`src/rtl/midi_pkg.sv`:
```
package midi_pkg;

    localparam int unsigned ByteW   = 8;
    localparam int unsigned TypeW   = 5;
    localparam int unsigned ChanW   = 5;
    localparam int unsigned LenW    = 2;
    localparam int unsigned KindW   = 2;
    localparam int unsigned OutDataW = 40;

    localparam logic [ByteW-1:0] StatusBit = 8'h80;
    localparam logic [ByteW-1:0] SysBase   = 8'hF0;

    typedef enum logic [KindW-1:0] {
        KIND_COMPLETE  = 2'd0,
        KIND_TRUNCATED = 2'd1,
        KIND_STRAY     = 2'd2
    } t_kind;

    // Type codes
    localparam logic [TypeW-1:0] TypeSysex    = 5'd7;
    localparam logic [TypeW-1:0] TypeTimeCode = 5'd8;
    localparam logic [TypeW-1:0] TypeSongPos  = 5'd9;
    localparam logic [TypeW-1:0] TypeSongSel  = 5'd10;
    localparam logic [TypeW-1:0] TypeTune     = 5'd11;
    localparam logic [TypeW-1:0] TypeEox      = 5'd12;
    localparam logic [TypeW-1:0] TypeClock    = 5'd13;
    localparam logic [TypeW-1:0] TypeStart    = 5'd14;
    localparam logic [TypeW-1:0] TypeContinue = 5'd15;
    localparam logic [TypeW-1:0] TypeStop     = 5'd16;
    localparam logic [TypeW-1:0] TypeSensing  = 5'd17;
    localparam logic [TypeW-1:0] TypeReset    = 5'd18;
    localparam logic [TypeW-1:0] TypeUnknown  = 5'd19;

    typedef struct packed {
        logic [LenW-1:0]  byte_count;
        logic [ByteW-1:0] second_data;
        logic [ByteW-1:0] first_data;
        logic [ChanW-1:0] channel_number;
        logic [TypeW-1:0] type_code;
        logic [ByteW-1:0] status_byte;
    } t_fields;

    typedef struct packed {
        t_kind   kind;
        t_fields fields;
    } t_result;

    function automatic logic [LenW-1:0] msg_length(input logic [ByteW-1:0] s);
        logic [LenW-1:0] len;
        len = 2'd1;
        case (s[7:4])
            4'hC, 4'hD:                   len = 2'd2;
            4'h8, 4'h9, 4'hA, 4'hB, 4'hE: len = 2'd3;
            4'hF: begin
                if (s inside {8'hF1, 8'hF3}) begin
                    len = 2'd2;
                end else if (s == 8'hF2) begin
                    len = 2'd3;
                end
            end
            default: len = 2'd1;
        endcase
        return len;
    endfunction

    function automatic logic [TypeW-1:0] msg_type(input logic [ByteW-1:0] s);
        logic [TypeW-1:0] t;
        t = TypeUnknown;
        if (s < SysBase) begin
            t = {2'b00, s[6:4]};
        end else begin
            case (s[3:0])
                4'h0:    t = TypeSysex;
                4'h1:    t = TypeTimeCode;
                4'h2:    t = TypeSongPos;
                4'h3:    t = TypeSongSel;
                4'h6:    t = TypeTune;
                4'h7:    t = TypeEox;
                4'h8:    t = TypeClock;
                4'hA:    t = TypeStart;
                4'hB:    t = TypeContinue;
                4'hC:    t = TypeStop;
                4'hE:    t = TypeSensing;
                4'hF:    t = TypeReset;
                default: t = TypeUnknown;
            endcase
        end
        return t;
    endfunction

    function automatic logic [ChanW-1:0] msg_channel(input logic [ByteW-1:0] s);
        return (s < SysBase) ? ({1'b0, s[3:0]} + 5'd1) : 5'd0;
    endfunction

endpackage

```
`src/rtl/midi_message_parser_core.sv`:
```
// MIDI message parser core.
// Input channel (s_*): one received MIDI byte per transaction on s_tdata,
// with s_tlast high on the final byte of a receive buffer. Status bytes open
// messages of 1 to 3 bytes; following bytes are taken as data.
// Output channel (m_*): one record per completed message, per stray data
// byte, or per message cut short by a buffer end. m_tuser carries the record
// kind, m_tdata the decoded status, type, channel, data bytes and count.
// A record enters the output register, or the skid entry if that one waits, as
// its last byte is accepted. One byte per cycle while s_tready is high; the
// decode sits wholly between the input handshake and the output register.
// Stalling: an output register plus one skid entry decouple the sides, so
// s_tready is a plain register output. While the receiver holds m_tready low
// one further record can be absorbed; after that s_tready drops until the
// skid entry drains.
// Reset (i_rst_n low, synchronous): close any open message, drop both
// output entries; s_tready is high in the first cycle after reset.
module midi_message_parser_core (
    input  logic        i_clk,
    input  logic        i_rst_n,
    input  logic        s_tvalid,
    output logic        s_tready,
    input  logic [7:0]  s_tdata,   // [7:0] byte_value
    input  logic        s_tlast,   // buffer_end
    output logic        m_tvalid,
    input  logic        m_tready,
    output logic [39:0] m_tdata,   // [7:0] status_byte, [12:8] type_code,
                                   // [17:13] channel_number, [25:18] first_data,
                                   // [33:26] second_data, [35:34] byte_count,
                                   // [39:36] zero
    output logic [1:0]  m_tuser    // [1:0] record_kind
);
    import midi_pkg::*;

    // Parser state
    logic             r_open,   n_open;
    logic [ByteW-1:0] r_status, n_status;
    logic [LenW-1:0]  r_exp,    n_exp;
    logic [LenW-1:0]  r_held,   n_held;
    logic [ByteW-1:0] r_first,  n_first;

    // Output register and skid entry
    logic    r_out_valid, n_out_valid;
    t_result r_out,       n_out;
    logic    r_skid_valid, n_skid_valid;
    t_result r_skid,      n_skid;

    logic       s_accept;
    logic       m_accept;
    logic       res_valid;
    t_result    res;
    logic [7:0] b;

    assign s_tready = !r_skid_valid;
    assign s_accept = s_tvalid && s_tready;
    assign m_accept = r_out_valid && m_tready;
    assign b        = s_tdata;

    // Decode one byte against the held state
    always_comb begin
        n_open    = r_open;
        n_status  = r_status;
        n_exp     = r_exp;
        n_held    = r_held;
        n_first   = r_first;
        res_valid = 1'b0;
        res       = '0;
        if (s_accept) begin
            if (!r_open) begin
                if ((b & StatusBit) != 8'h00) begin
                    if (msg_length(b) == 2'd1) begin
                        // Single-byte message: emit at once
                        res_valid                 = 1'b1;
                        res.kind                  = KIND_COMPLETE;
                        res.fields.status_byte    = b;
                        res.fields.type_code      = msg_type(b);
                        res.fields.channel_number = msg_channel(b);
                        res.fields.byte_count     = 2'd1;
                    end else begin
                        n_open   = 1'b1;
                        n_status = b;
                        n_exp    = msg_length(b);
                        n_held   = 2'd1;
                        n_first  = '0;
                    end
                end else begin
                    // Data byte with no message open
                    res_valid              = 1'b1;
                    res.kind               = KIND_STRAY;
                    res.fields.status_byte = b;
                    res.fields.byte_count  = 2'd1;
                end
            end else if (r_held <= 2'd1) begin
                n_first = b;
                n_held  = 2'd2;
                if (r_exp <= 2'd2) begin
                    res_valid                 = 1'b1;
                    res.kind                  = KIND_COMPLETE;
                    res.fields.status_byte    = r_status;
                    res.fields.type_code      = msg_type(r_status);
                    res.fields.channel_number = msg_channel(r_status);
                    res.fields.first_data     = b;
                    res.fields.byte_count     = 2'd2;
                    n_open   = 1'b0;
                    n_status = '0;
                    n_exp    = '0;
                    n_held   = '0;
                    n_first  = '0;
                end
            end else begin
                res_valid                 = 1'b1;
                res.kind                  = KIND_COMPLETE;
                res.fields.status_byte    = r_status;
                res.fields.type_code      = msg_type(r_status);
                res.fields.channel_number = msg_channel(r_status);
                res.fields.first_data     = r_first;
                res.fields.second_data    = b;
                res.fields.byte_count     = 2'd3;
                n_open   = 1'b0;
                n_status = '0;
                n_exp    = '0;
                n_held   = '0;
                n_first  = '0;
            end

            if (s_tlast) begin
                // Buffer ends: report a message still open, then clear
                if (n_open) begin
                    res_valid                 = 1'b1;
                    res.kind                  = KIND_TRUNCATED;
                    res.fields.status_byte    = n_status;
                    res.fields.type_code      = msg_type(n_status);
                    res.fields.channel_number = msg_channel(n_status);
                    res.fields.first_data     = (n_held >= 2'd2) ? n_first : 8'h00;
                    res.fields.second_data    = '0;
                    res.fields.byte_count     = n_held;
                end
                n_open   = 1'b0;
                n_status = '0;
                n_exp    = '0;
                n_held   = '0;
                n_first  = '0;
            end
        end
    end

    // Output register / skid steering
    always_comb begin
        n_out_valid  = r_out_valid;
        n_out        = r_out;
        n_skid_valid = r_skid_valid;
        n_skid       = r_skid;
        if (m_accept || !r_out_valid) begin
            if (r_skid_valid) begin
                n_out        = r_skid;
                n_out_valid  = 1'b1;
                n_skid_valid = 1'b0;
            end else begin
                n_out       = res;
                n_out_valid = res_valid;
            end
        end else if (res_valid) begin
            n_skid       = res;
            n_skid_valid = 1'b1;
        end
    end

    always_ff @(posedge i_clk) begin
        if (!i_rst_n) begin
            r_open       <= 1'b0;
            r_status     <= '0;
            r_exp        <= '0;
            r_held       <= '0;
            r_first      <= '0;
            r_out_valid  <= 1'b0;
            r_skid_valid <= 1'b0;
        end else begin
            r_open       <= n_open;
            r_status     <= n_status;
            r_exp        <= n_exp;
            r_held       <= n_held;
            r_first      <= n_first;
            r_out_valid  <= n_out_valid;
            r_skid_valid <= n_skid_valid;
        end
    end

    always_ff @(posedge i_clk) begin
        r_out  <= n_out;
        r_skid <= n_skid;
    end

    assign m_tvalid = r_out_valid;
    assign m_tuser  = r_out.kind;
    assign m_tdata  = {{(OutDataW - $bits(t_fields)){1'b0}}, r_out.fields};

    // Skid entry is only ever filled behind a waiting output entry
    a_skid_behind_out: assert property (@(posedge i_clk) disable iff (!i_rst_n)
        r_skid_valid |-> r_out_valid)
        else $error("skid entry valid without output entry");

    // A buffer end always leaves the parser closed
    a_buffer_end_closes: assert property (@(posedge i_clk) disable iff (!i_rst_n)
        (s_tvalid && s_tready && s_tlast) |=> !r_open)
        else $error("message left open after buffer end");

    // An open message always holds its status byte, a nonzero held count and an expected length of at least two
    a_open_holds: assert property (@(posedge i_clk) disable iff (!i_rst_n)
        r_open |-> (r_held != 2'd0 && r_status[7] && r_exp >= 2'd2))
        else $error("open message state inconsistent");

    // Stray records carry one byte and no channel
    a_stray_shape: assert property (@(posedge i_clk) disable iff (!i_rst_n)
        (m_tvalid && m_tuser == KIND_STRAY) |-> (m_tdata[35:34] == 2'd1
            && m_tdata[17:13] == 5'd0))
        else $error("malformed stray record");

endmodule

```
`config.mk`:
```
export PLATFORM = sky130hd
export DESIGN_NAME = midi_message_parser_core
export DESIGN_NICKNAME = d
export VERILOG_FILES = /design/src/rtl/midi_pkg.sv /design/src/rtl/midi_message_parser_core.sv
export SDC_FILE = /design/constraint.sdc
export NUM_CORES = 1
export LEC_CHECK = 0
export ABC_AREA = 0
export BUFFER_PORTS_ARGS = -buffer_cell sky130_fd_sc_hd__buf_2
export CAP_MARGIN = 25
export CORE_MARGIN = 1.5
export CORE_UTILIZATION = 45
export CTS_BUF_LIST = sky130_fd_sc_hd__clkbuf_8
export DETAILED_ROUTE_END_ITERATION = 12
export GPL_TIMING_DRIVEN = 0
export PLACE_DENSITY = 0.6
export SETUP_SLACK_MARGIN = 0.3
export SYNTH_ARGS = -nofsm -noshare
export SYNTH_HDL_FRONTEND = slang
export SYNTH_SLANG_ARGS = --single-unit
```
`constraint.sdc`:
```
create_clock -name i_clk -period 5.85 [get_ports i_clk]
set_input_delay 0.585 -clock i_clk [delete_from_list [all_inputs] [get_ports i_clk]]
set_output_delay 0.585 -clock i_clk [all_outputs]
set_load 0.005 [all_outputs]
```
==> metrics, run 1 <==
Avg Cell Area, Syn between 10 and 15 sq um; cts repair resizes 0; Crit Path Max Fanout 8; worst reg-to-reg setup slack 2320 ps; routability cong. about 0.95; max_slew headroom 0.320; Die Y 112 microns; H-tree level count 3; post-DP HPWL 9850 microns; RSZ-0062 raised after global routing false; CTS tree yes; final setup vio count 0; Initial Util 0.466; number of global-route vias before repair 3837; sequential share of the synthesized area 0.526; Seq cells post-synth ~100; Setup WS pre-CTS 1040 ps; Die X approximately 110 microns; final hold violation count 0; via/cell ratio approximately 5.9; total track usage 0.220; EDFF count, synth between 70 and 80; area of the multi-input gates 2310 sq um; FFs w/ async S/R, synth 0; most used flip-flop cell after synthesis edfxtp_1; Worst setup SP type input port; Synth area leader edfxtp_1; Max Root-Sink Buffers 2; clk slew on worst S/H paths 90 ps; Layout area overhead 13.2%; row cnt 39; Fmax 217 MHz; Register Area 2820 sq um; port bufs 48; hold_buf cts 0; Placed Area 5870 sq um; # Post-CTS Setup Buffers 0; Critical Path AT 4730 ps; Worst path max stage delay 860 ps; worst ir drop on vdd roughly 90 uV; clock sinks just over 100; Hold Path Class reg -> reg; worst path buffer plus inverter count 4; final net count between 500 and 600; top-area cell type share of the netlist area 0.426; root buf cell clkbuf_8; layout cells sized above 1 0.168; Slew @ Worst Pin 1020 ps; Crit. End Element register; required time worst endpoint 5960 ps; post-route design area 6070 sq um; Ports 57; largest net degree at the start of global routing 37; CTS buffer count 9; top post-synthesis cells by area edfxtp_1 (43%), dfxtp_1 (10%), ha_1 (5.1%); post-DR wirelength/cell 19.2 microns; Routed WL 13600 microns; initial antenna violation count 0; first-pass GRT wire length around 21000 microns; Max Cap Viol 0; Hold WS 534 ps; ANT nets after route 0; total vias in the final route 4196; Starting DRT DRC Count 491; critical path type in -> reg; Final Slew Violations 0; synth warn 0; Synth Instances roughly 490; Synth Cell Area 5360 sq um; cell leakage power 0.00264 uW; Fill cells 1049; 1st-pass router iterations 10; Worst path top cell family by delay compound AO/OA/AOI/OAI gates; PD cells ~240 nW/um^2; Worst Clk Skew roughly 9.4 ps; Design Power 1450 uW; Netlist cell types 70; slowest CP cell a222oi_1; critical-path cell list buf_2, clkbuf_1, inv_1, ha_1, or3_4, a222oi_1, nand2_1, o21ai_0, inv_1, ha_1, a32o_1, a221oi_1, o21ai_0; DRC 12; fin crit share 0.789; failing checks design-rule violations; Antenna Cells 0; Clock Latency Late Sink 370 ps; core region area around 12000 sq um; outcome complete, but fails checks; PnR worst setup slack 1230 ps; GRT overflow 0; DIE AREA 12600 sq um; min cycle time layout 4620 ps
==> through the flow <==
| step | util | cells | TNS (ps) |
|---|---|---|---|
| final | 0.527 | 708 | 0 |
| after floorplan | - | 494 | 0 |
| after global routing | 0.527 | 708 | 0 |
| after CTS | 0.526 | 706 | 0 |
| after detailed placement | 0.510 | 690 | 0 |
| after global placement | 0.503 | 685 | -49220 |
==> synthesized netlist by cell type (9+ instances only) <==
cell type,instances
edfxtp_1,76
ha_1,22
and3_1,12
nor2_1,31
nand2_1,36
nor3_1,9
nor2b_1,15
a22oi_1,25
mux2i_1,12
a21oi_1,20
nand3_1,12
dfxtp_1,27
a21o_1,33
o21ai_0,19
clkbuf_1,24
inv_1,16
==> per-layer routing <==
metal	vias up	routed length, microns	GRT usage
met2	180	5880	0.314
li1	1967	-	-
met3	22	961	0.0475
met5	-	0	0
met4	0	266	0.0768
met1	2027	6480	0.330
==> logic make-up after synthesis <==
logic type	Yosys count	synth area share
and+or+nand+nor	145	0.138
adders and majority gates	22	0.0513
buffers and inverters	53	0.0455
xor gates and xnor gates	3	0.00490
DFF	103	0.526
muxes	16	0.0329
other	1	0.000699
AOI/OAI and AO/OA	148	0.200
==> worst paths after layout <==
check,start,end,cells past startpoint
worst max-delay path,s_tdata[0],m_tdata[12],13
worst max register to register,r_open,m_tdata[12],10
worst min register to register,r_skid[18],m_tdata[18],1
worst min-delay path,r_skid[18],m_tdata[18],1
==> sequential cells by signal, summed over array words and instances, names as in the netlist, named ones only <==
signal        cells
r_skid           38
m_tdata          36
r_first           8
r_status          8
m_tuser           2
r_exp             2
m_tvalid          1
r_held            1
r_open            1
r_skid_valid      1
==> report_power, final <==
part	internal [uW]	switching, uW
combinational	72.3	122
clock	196	239
sequential	813	10.8
total	1080	372
==> worst reg2reg max path: stages (launching register included) <==
cell and delay, ps:
dfxtp_1 320, buf_2 200, nor2b_1 140, a222oi_1 910
nand2_1 100, o21ai_0 270, inv_1 190, ha_1 280
a32o_1 220, a221oi_1 500, o21ai_0 140
==> cell usage in the layout (no fill, tap or decap), drive strengths merged, types with 9 or more instances in the layout <==
cell type  netlist  routed
o21ai           22      22
a21oi           20      20
nand2           36      36
nor3             9       9
nor2b           15      15
edfxtp          76      76
a22oi           25      25
nand3           12      12
ha              22      22
mux2i           12      12
and3            12      12
inv             16      20
nor2            31      31
clkbuf          24      34
buf             12      66
a21o            34      34
dfxtp           27      27
==> cell type report <==
class,instances,share of cell area
inverters,17,0.0105
multi-input cells,338,0.381
plain buffers,36,0.0297
clock inverters,7,0.0109
clock buffers,9,0.0204
repair buffers,55,0.0530
well taps,143,0.0295
flip-flops and latches,103,0.465
Note: power is estimated with default switching activity, not from simulation.
==> run 2: changes to the inputs <==
Settings changed: ABC_AREA 0 to 1.
Clock period 5.85 ns to 4.5 ns, I/O delays scaled along.
==> run 2 against run 1 <==
The flow now finishes without violations. Critical endpoint is now m_tdata[9]. Setup slack better by 290 ps. Final cell count is 23% higher. Clock skew rose by 7.0 ps. Largest power group unchanged. Non-clock buffer count shrank 13. Total power rose by 38%. Register-to-register slack worse by 730 ps.
==> metrics, run 2 <==
outcome finished clean; number of flip-flops under the largest register name 38 (unchanged); slowest CP cell ha_1; Max Root-Sink Buffers 2 (unchanged); critical path type in -> reg; post-DR wirelength/cell 17.5 microns (-8.6%); first-pass GRT wire length 23900 microns (+11%); share of the synthesized area in compound gates (AO/OA/AOI/OAI) 0.139 (-0.0606); row cnt 40 (+2.6%); Slew @ Worst Pin 862 ps (-158 ps); Crit path top cell by count nand2_1; 1st-pass router iterations 5 (-5); final setup vio count 0 (unchanged); Fmax 336 MHz; clk slew on worst S/H paths 100 ps (about the same); commonest non-fill, non-tap cell in the layout nand2_1; RSZ-0062 raised after global routing false; post-DP HPWL 11200 microns (+13%); PnR worst setup slack 1520 ps (+290 ps); Synth Area in Simple Gates 0.231 (+0.0927); cell leakage power 0.00273 uW (+3.3%); largest net degree at the start of global routing 41 (+11%); number of global-route vias before repair 4342 (+13%); Crit. End Element register; most frequent cells in the layout nand2_1 (155), edfxtp_1 (76), inv_1 (54); H-tree level count 3 (unchanged); hold_buf cts 0 (unchanged); Starting DRT DRC Count 509 (+3.7%); Worst Clk Skew 16.3 ps (+6.96 ps); most used flip-flop cell after synthesis edfxtp_1; via/cell ratio 5.45 (-8.0%); adder-cell share of the synthesized area 0.0495 (-0.00188); Clock Latency Late Sink 390 ps (+20 ps); DRC 0 (-12); clock sinks 103 (unchanged); Worst path top cell family by delay simple AND/OR/NAND/NOR gates; core region area 12100 sq um (+4.7%); total track usage 0.244 (+0.0245); top-area cell type share of the netlist area 0.410 (-0.0156); Inst Count DP 852 (+23%); Synth top cells by count nand2_1 (155), edfxtp_1 (76), inv_1 (55), nor2_1 (47), nand3_1 (39); Design Power 2010 uW (+38%); total vias in the final route 4733 (+13%); Fill cells 1140 (+8.7%); FFs w/ async S/R, synth 0 (unchanged); DIE AREA 13000 sq um (+3.7%); CTS tree yes; Synth Cell Area 5570 sq um (+3.8%); required time worst endpoint 4640 ps (-1320 ps); EDFF count, synth 76 (unchanged); Worst setup SP type input port; Met2 Wirelength 6780 microns (+15%); top-count cell post-synth nand2_1; multiplexer area fraction after synthesis 0 (-0.0329); Hold Path Class in -> reg; Avg Cell Area, Syn 8.85 sq um (-19%); Worst path max stage delay 360 ps (-500 ps); Post-Synth XOR/XNOR Area 0.00157 (-0.00333); uppermost layer routed met4; Setup WS pre-CTS 1130 ps (+87.2 ps); initial antenna violation count 0 (unchanged); ANT nets after route 0 (unchanged); worst path buffer plus inverter count 5 (+1); Synth Instances 629 (+28%); Register Area 2820 sq um (unchanged); # Post-CTS Setup Buffers 0 (unchanged); Critical Path AT 3120 ps (-1610 ps); core occupancy in the finished layout 0.520 (-0.00745); CTS buffer count 9 (unchanged); GRT overflow 0 (unchanged); final hold violation count 0 (unchanged); routability cong. 0.951 (+0.38%); Biggest register r_skid; synth warn 0 (unchanged); cts repair resizes 0 (unchanged); Antenna Cells 0 (unchanged); worst reg-to-reg setup slack 1590 ps (-730 ps); Ports 57 (unchanged); PD cells 320 nW/um^2 (+34%); Initial Util 0.461 (-0.00415); Die X 114 microns (+1.8%); root buf cell clkbuf_8; Seq cells post-synth 103 (unchanged); min cycle time layout 2980 ps; fin crit share 0.661; critical-path cell list buf_2, inv_1, ha_1, inv_1, nand2_1, nand2_1, nand3_4, nand3_4, buf_6, o21ai_1, nand2_1, inv_2, ha_1, nand3_1, nand3_1, nand3_1, nand2_1, nand2_1, nand2_1, nand2_1; area of the multi-input gates 2370 sq um (+2.3%); top post-synthesis cells by area edfxtp_1 (41%), nand2_1 (10%), dfxtp_1 (9.7%); Placed Area 6080 sq um (+3.6%); final net count 730 (+23%); post-route design area 6270 sq um (+3.3%); max_slew headroom 0.424 (+0.104); layout cells sized above 1 0.173 (+0.00472); Netlist cell types 45 (-36%); Synth area leader edfxtp_1; Crit Path Max Fanout 10 (+2); sequential share of the synthesized area 0.507 (-0.0193); Max Cap Viol 0 (unchanged); Die Y 114 microns (+1.8%); port bufs 51 (+6.3%); Met1 Wirelength 7160 microns (+10%); worst ir drop on vdd 113 uV (+25%); Post-Layout Cell Count 868 (+23%); Final Slew Violations 0 (unchanged); main combinational cell family by area after synthesis simple AND/OR/NAND/NOR gates; Routed WL 15200 microns (+12%); Layout area overhead 12.6%; met3 wire length 983 microns (+2.3%)
## run 2: cell types whose count changed after synthesis, moves of 16 or more
cell / before / now
inv_1: 16 / 55
a21o_1: 33 / 10
a22oi_1: 25 / 2
nand2_1: 36 / 155
nand3_1: 12 / 39
nor2_1: 31 / 47
## run 2: final cells by class
type | instances | share of cell area
timing repair buffer | 52 | 0.0451
multi-input combinational | 434 | 0.378
sequential | 103 | 0.450
clock buffer | 9 | 0.0198
inverter | 69 | 0.0417
clock inverter | 7 | 0.0108
tap | 168 | 0.0335
buffer | 26 | 0.0212
## run 2: cell families (layout without fill, tap and decap cells)
family,count (synthesis),after routing
buffers and inverters,95,163
AND/OR/NAND/NOR,281,281
other,1,4
adder cells (fa/ha/maj),22,22
AO/OA/AOI/OAI,126,126
flip-flops,103,103
XOR/XNOR,1,1
## run 2: stage by stage
| step | hold WS [ps] | TNS (ps) |
|---|---|---|
| global route | 392 | 0 |
| CTS | 358 | 0 |
| detailed placement | 458 | 0 |
| finish | 368 | 0 |
| global placement | 452 | -15840 |
| floorplan | 445 | 0 |
## run 2: power breakdown
group / internal [uW] / total (uW) / switching, uW
logic: 98.4 / 317 / 218
registers: 1080 / 1090 / 16.8
clock network: 219 / 596 / 377
## run 2: routing by layer
| metal | up-vias | GRT usage |
|---|---|---|
| li1 | 2259 | - |
| met1 | 2257 | 0.357 |
| met2 | 193 | 0.370 |
| met3 | 24 | 0.0381 |
| met4 | 0 | 0.0850 |
| met5 | - | 0 |
## run 2: worst min-delay path, stage by stage
cell,delay (ps)
buf_2,70
nor2_1,60
o211ai_1,80
inv_1,40
## run 2: final timing paths
kind / start / endpoint / depth (start not counted)
max: s_tdata[1] / m_tdata[9] / 20
min: m_tready / r_skid_valid / 4
max reg2reg: r_open / r_skid[2] / 9
min reg2reg: r_first[2] / r_first[2] / 2
